## src/sv/hpt_pkg.sv

```systemverilog
// Shared types and constants for the homogeneous point transform unit.
package hpt_pkg;

    localparam int COORD_WIDTH_DEF = 32;
    localparam int FRAC_BITS_DEF   = 16;
    localparam int NUM_REGS        = 8;
    localparam int REG_WIDTH       = 64;
    localparam int REG_IDX_WIDTH   = 3;
    localparam int FIELD_WIDTH     = 32;

    typedef struct packed {
        logic [FIELD_WIDTH-1:0] point_x;
        logic [FIELD_WIDTH-1:0] point_y;
        logic [FIELD_WIDTH-1:0] point_z;
    } t_in_item;

    typedef struct packed {
        logic [FIELD_WIDTH-1:0] result_x;
        logic [FIELD_WIDTH-1:0] result_y;
        logic [FIELD_WIDTH-1:0] result_z;
        logic                   was_divided;
        logic                   saturated;
    } t_out_item;

    localparam logic [REG_WIDTH-1:0] REG_RESET [NUM_REGS] = '{
        64'd65536, 64'd0, 64'd281474976710656, 64'd0,
        64'd0, 64'd65536, 64'd0, 64'd281474976710656
    };

endpackage

```

## src/sv/hpt_div_cell.sv

```systemverilog
// One restoring-division cell: settles one quotient bit and hands on the partial remainder.
module hpt_div_cell import hpt_pkg::*; #(
    parameter int NUM_W = 56,
    parameter int DEN_W = 32,
    parameter int BIT   = 0,
    parameter int PASS_W = 8
) (
    input  logic              i_clk,
    input  logic              i_rst_n,
    input  logic              i_valid,
    input  logic [NUM_W-1:0]  i_num,
    input  logic [DEN_W-1:0]  i_den,
    input  logic [NUM_W-1:0]  i_quo,
    input  logic [DEN_W:0]    i_rem,
    input  logic [PASS_W-1:0] i_pass,
    output logic              o_valid,
    output logic [NUM_W-1:0]  o_num,
    output logic [DEN_W-1:0]  o_den,
    output logic [NUM_W-1:0]  o_quo,
    output logic [DEN_W:0]    o_rem,
    output logic [PASS_W-1:0] o_pass
);

    logic [DEN_W+1:0] w_trial;
    logic [DEN_W:0]   n_rem;
    logic             n_bit;
    logic [NUM_W-1:0] n_quo;

    always_comb begin
        w_trial = {i_rem, i_num[BIT]};
        if (w_trial >= {1'b0, 1'b0, i_den}) begin
            n_bit = 1'b1;
            n_rem = DEN_W'(w_trial - {2'b00, i_den}) == '0 ? '0
                  : (DEN_W+1)'(w_trial - {2'b00, i_den});
        end else begin
            n_bit = 1'b0;
            n_rem = (DEN_W+1)'(w_trial);
        end
        n_quo      = i_quo;
        n_quo[BIT] = n_bit;
    end

    always_ff @(posedge i_clk) begin
        if (!i_rst_n) begin
            o_valid <= 1'b0;
        end else begin
            o_valid <= i_valid;
        end
        o_num  <= i_num;
        o_den  <= i_den;
        o_rem  <= n_rem;
        o_pass <= i_pass;
        o_quo  <= n_quo;
    end

endmodule

```

## config.mk

```make
export PLATFORM = sky130hd
export DESIGN_NAME = hpt_div_cell
export DESIGN_NICKNAME = d
export VERILOG_FILES = /design/src/sv/hpt_pkg.sv /design/src/sv/hpt_div_cell.sv
export SDC_FILE = /design/constraint.sdc
export NUM_CORES = 1
export LEC_CHECK = 0
export BUFFER_PORTS_ARGS = -buffer_cell sky130_fd_sc_hd__buf_2
export CORE_AREA = 8 8 139 141
export DETAILED_ROUTE_END_ITERATION = 16
export DIE_AREA = 0 0 147 149
export GPL_ROUTABILITY_DRIVEN = 0
export PLACE_DENSITY = 0.71
export SYNTH_ARGS = -nofsm -noshare
export SYNTH_HDL_FRONTEND = slang
export SYNTH_SLANG_ARGS = --single-unit
```

## constraint.sdc

```tcl
create_clock -name i_clk -period 4.8 [get_ports i_clk]
set_input_delay 0.96 -clock i_clk [delete_from_list [all_inputs] [get_ports i_clk]]
set_output_delay 0.96 -clock i_clk [all_outputs]
set_load 0.005 [all_outputs]
```

==> run_results.csv <==
group,metric,value,unit
run_status,status,"finished, final reports clean",
drt,drtIter0Drc,242,
floorplanning,die-height,149,um
clock_tree,cts_buffer_depth,2,
synth,synth_edf_count,0,
place,dpl_cell_area,8460,um2
clock_tree,cts.htree.levels,4,
layout,syn2layout_area_growth,42.6,%
synth,synthMostInstantiatedCell,"dfxtp_1",
global_routing,grt_overflow_total,0,
sta,tightestPinTransition,0.586,ns
clock_tree,path_clk_slew,0.08,ns
drt,vias,5671,
synth,yosys-top-cells-count,"dfxtp_1 (186), inv_1 (46), a21oi_1 (33)",
power,p_total,3.78,mW
drt,drc,0,
sta,period_share,82.1,%
setup_path,crit_path_max_fanout,5,
layout,final_layout_size_suffix_gt1_share,45.5,%
synth,yosys_register_bits,186,
setup_path,worst_setup_path_end_kind,"register",
synth,yosysSeqAreaShare,58.3,%
drt,highest_layer,"met5",
clock_tree,post-cts-setup-buffer-count,0,
place,port_buffers,372,
drt,vias_per_cell,4.74,
synth,syn_inst,576,
layout,regArea,3720,um2
floorplanning,top_level_ports,374,
synth,syn_area_per_cell,11.1,um2
setup_path,required,5.13,ns
sta,slew_headroom,60.8,%
sta,setup_viol,0,
layout,design_area,9100,um2
sta,period_needed,3.94,ns
drt,route.met2.wl,12.2,mm
sta,fmax,254,MHz
floorplanning,dieArea,21900,um2
run,drv_cap,0,
setup_path,arrival,4.27,ns
synth,ys_top_cells_by_area,"dfxtp_1 (58%), ha_1 (6.3%), inv_1 (2.7%)",
setup_path,start_kind,"input pin",
floorplanning,fp.dieW,147,um
drt,routed_wl,24.6,mm
clock_tree,numCtsBuffers,17,
synth,synth_warnings,0,
sta,finalHoldViolCount,0,
layout,nFillCells,1584,
layout,fin_nets,1174,
synth,yosys.area.top_type_share,58.3,%
drt,drt-pass1-iter-count,4,
layout,multi_input_area,2400,um2
global_routing,grt_pass1_wl,35.4,mm
sta,finalMaxSlewViolations,0,
global_routing,grt_pass1_vias,5765,
drt,wl_met3,2.43,mm
floorplanning,core,17100,um2
clock_tree,cts_tree,"built",
synth,async_reset_ff_share,0,%
drt,routedWlPerCell,20.6,um
floorplanning,initial_core_util,37.4,%
drt,drtAntennaViolNets,0,
worst_hold_path,hp-class,"in -> reg",
synth,yosysUniqueCellTypes,66,
drt,drt-met1-wl,9.22,mm
setup_path,setup.worst_path.class,"in -> reg",
floorplanning,num_rows,48,
clock_tree,cts_root_buffer,"clkbuf_16",
sta,rsz0062_at_grt,"false",
power,total_leakage_power,4.55,nW
clock_tree,post_cts_resized,0,
synth,yosysTopAreaCell,"dfxtp_1",
sta,setup_tns,0,ns
synth,syn-num-nets,797,
global_routing,antenna_found_initial,12,
sta,holdWs,0.616,ns
clock_tree,cts_hold_buf,0,
place,dp_hpwl,20.5,mm
power,p_per_area,415,nW/um2
synth,dominantRegCellSynth,"dfxtp_1",
synth,syn-cell-area,6380,um2
power,irDropWorstVdd,0.000338,V
global_routing,grt_use_total,21.7,%
global_routing,grt_start_max_net_pins,27,
clock_tree,clock-sinks,186,
logic make-up after synthesis:
family	share of synthesized area (%)
AND/OR/NAND/NOR	10.3
flip-flops	58.3
AO/OA/AOI/OAI	13.4
buffers and inverters	4.16
multiplexers	4.31
XOR/XNOR	2.88
adder cells (fa/ha/maj)	6.59
path summary, 6_finish.rpt:
path | start | end | slack [ns] | cells past startpoint
min | i_quo[12] | o_quo[12]$_DFF_P_ | 0.62 | 1
max | i_num[0] | o_rem[32]$_DFF_P_ | 0.86 | 15
layout make-up:
class	count	share of cell area (%)
flip-flops and latches	186	40.9
repair buffers	373	20.7
inverters	46	1.90
diodes	6	0.165
well taps	225	3.09
multi-input cells	329	26.4
clock inverters	15	2.14
clock buffers	17	4.67
critical path, cell delays in order:
cell and delay (ns):
buf_2 0.13, inv_1 0.06, ha_1 0.16, inv_1 0.06
fa_1 0.41, a21o_4 0.25, a31o_1 0.28, a211oi_2 0.40
o21ai_1 0.18, xor2_1 0.20, nor4_1 0.38, nand4b_1 0.19
and4bb_1 0.29, nand4b_1 0.13, o21a_1 0.20
layer usage:
layer | vias up | track usage, %
met5 | - | 0
met3 | 45 | 9.80
met2 | 245 | 37.2
met1 | 2595 | 23.2
li1 | 2776 | -
met4 | 10 | 8.06
cell usage in the layout (no fill, tap or decap), types with 5 or more instances in the layout:
| cell type | instances |
|---|---|
| mux2i_1 | 5 |
| nor3_1 | 12 |
| clkbuf_16 | 17 |
| nand2_1 | 26 |
| diode_2 | 6 |
| inv_1 | 46 |
| nand4_1 | 11 |
| o211ai_1 | 6 |
| buf_2 | 372 |
| dfxtp_1 | 186 |
| and3_1 | 5 |
| a31oi_1 | 6 |
| nand3_1 | 10 |
| mux2_2 | 14 |
| nor2_1 | 31 |
| xnor2_1 | 15 |
| ha_1 | 32 |
| clkinv_8 | 7 |
| a21oi_1 | 33 |
| a211oi_1 | 5 |
| and2_1 | 8 |
| xor2_1 | 6 |
| o21ai_0 | 14 |
| a21o_1 | 11 |
| mux2_1 | 6 |
state kept, by name, summed over array words and instances, names as in the netlist:
| signal | count |
|---|---|
| o_pass | 8 |
| o_valid | 1 |
| o_num | 56 |
| o_rem | 33 |
| o_quo | 56 |
| o_den | 32 |
power breakdown:
group,switching (mW),internal (mW)
combinational,0.349,0.303
clock,0.713,0.713
sequential,0.0301,1.67
total,1.09,2.69
through the flow:
step | util [%] | setup slack, ns | std cells
detailed placement | 49.6 | 0.433 | 1159
global route | 53.3 | 0.733 | 1193
CTS | 53.3 | 0.870 | 1191
global placement | 49.6 | 0.539 | 1159
floorplan | - | 1.04 | 576
finish | 53.4 | 0.857 | 1197
No activity file was read; power rests on OpenSTA's default activity.
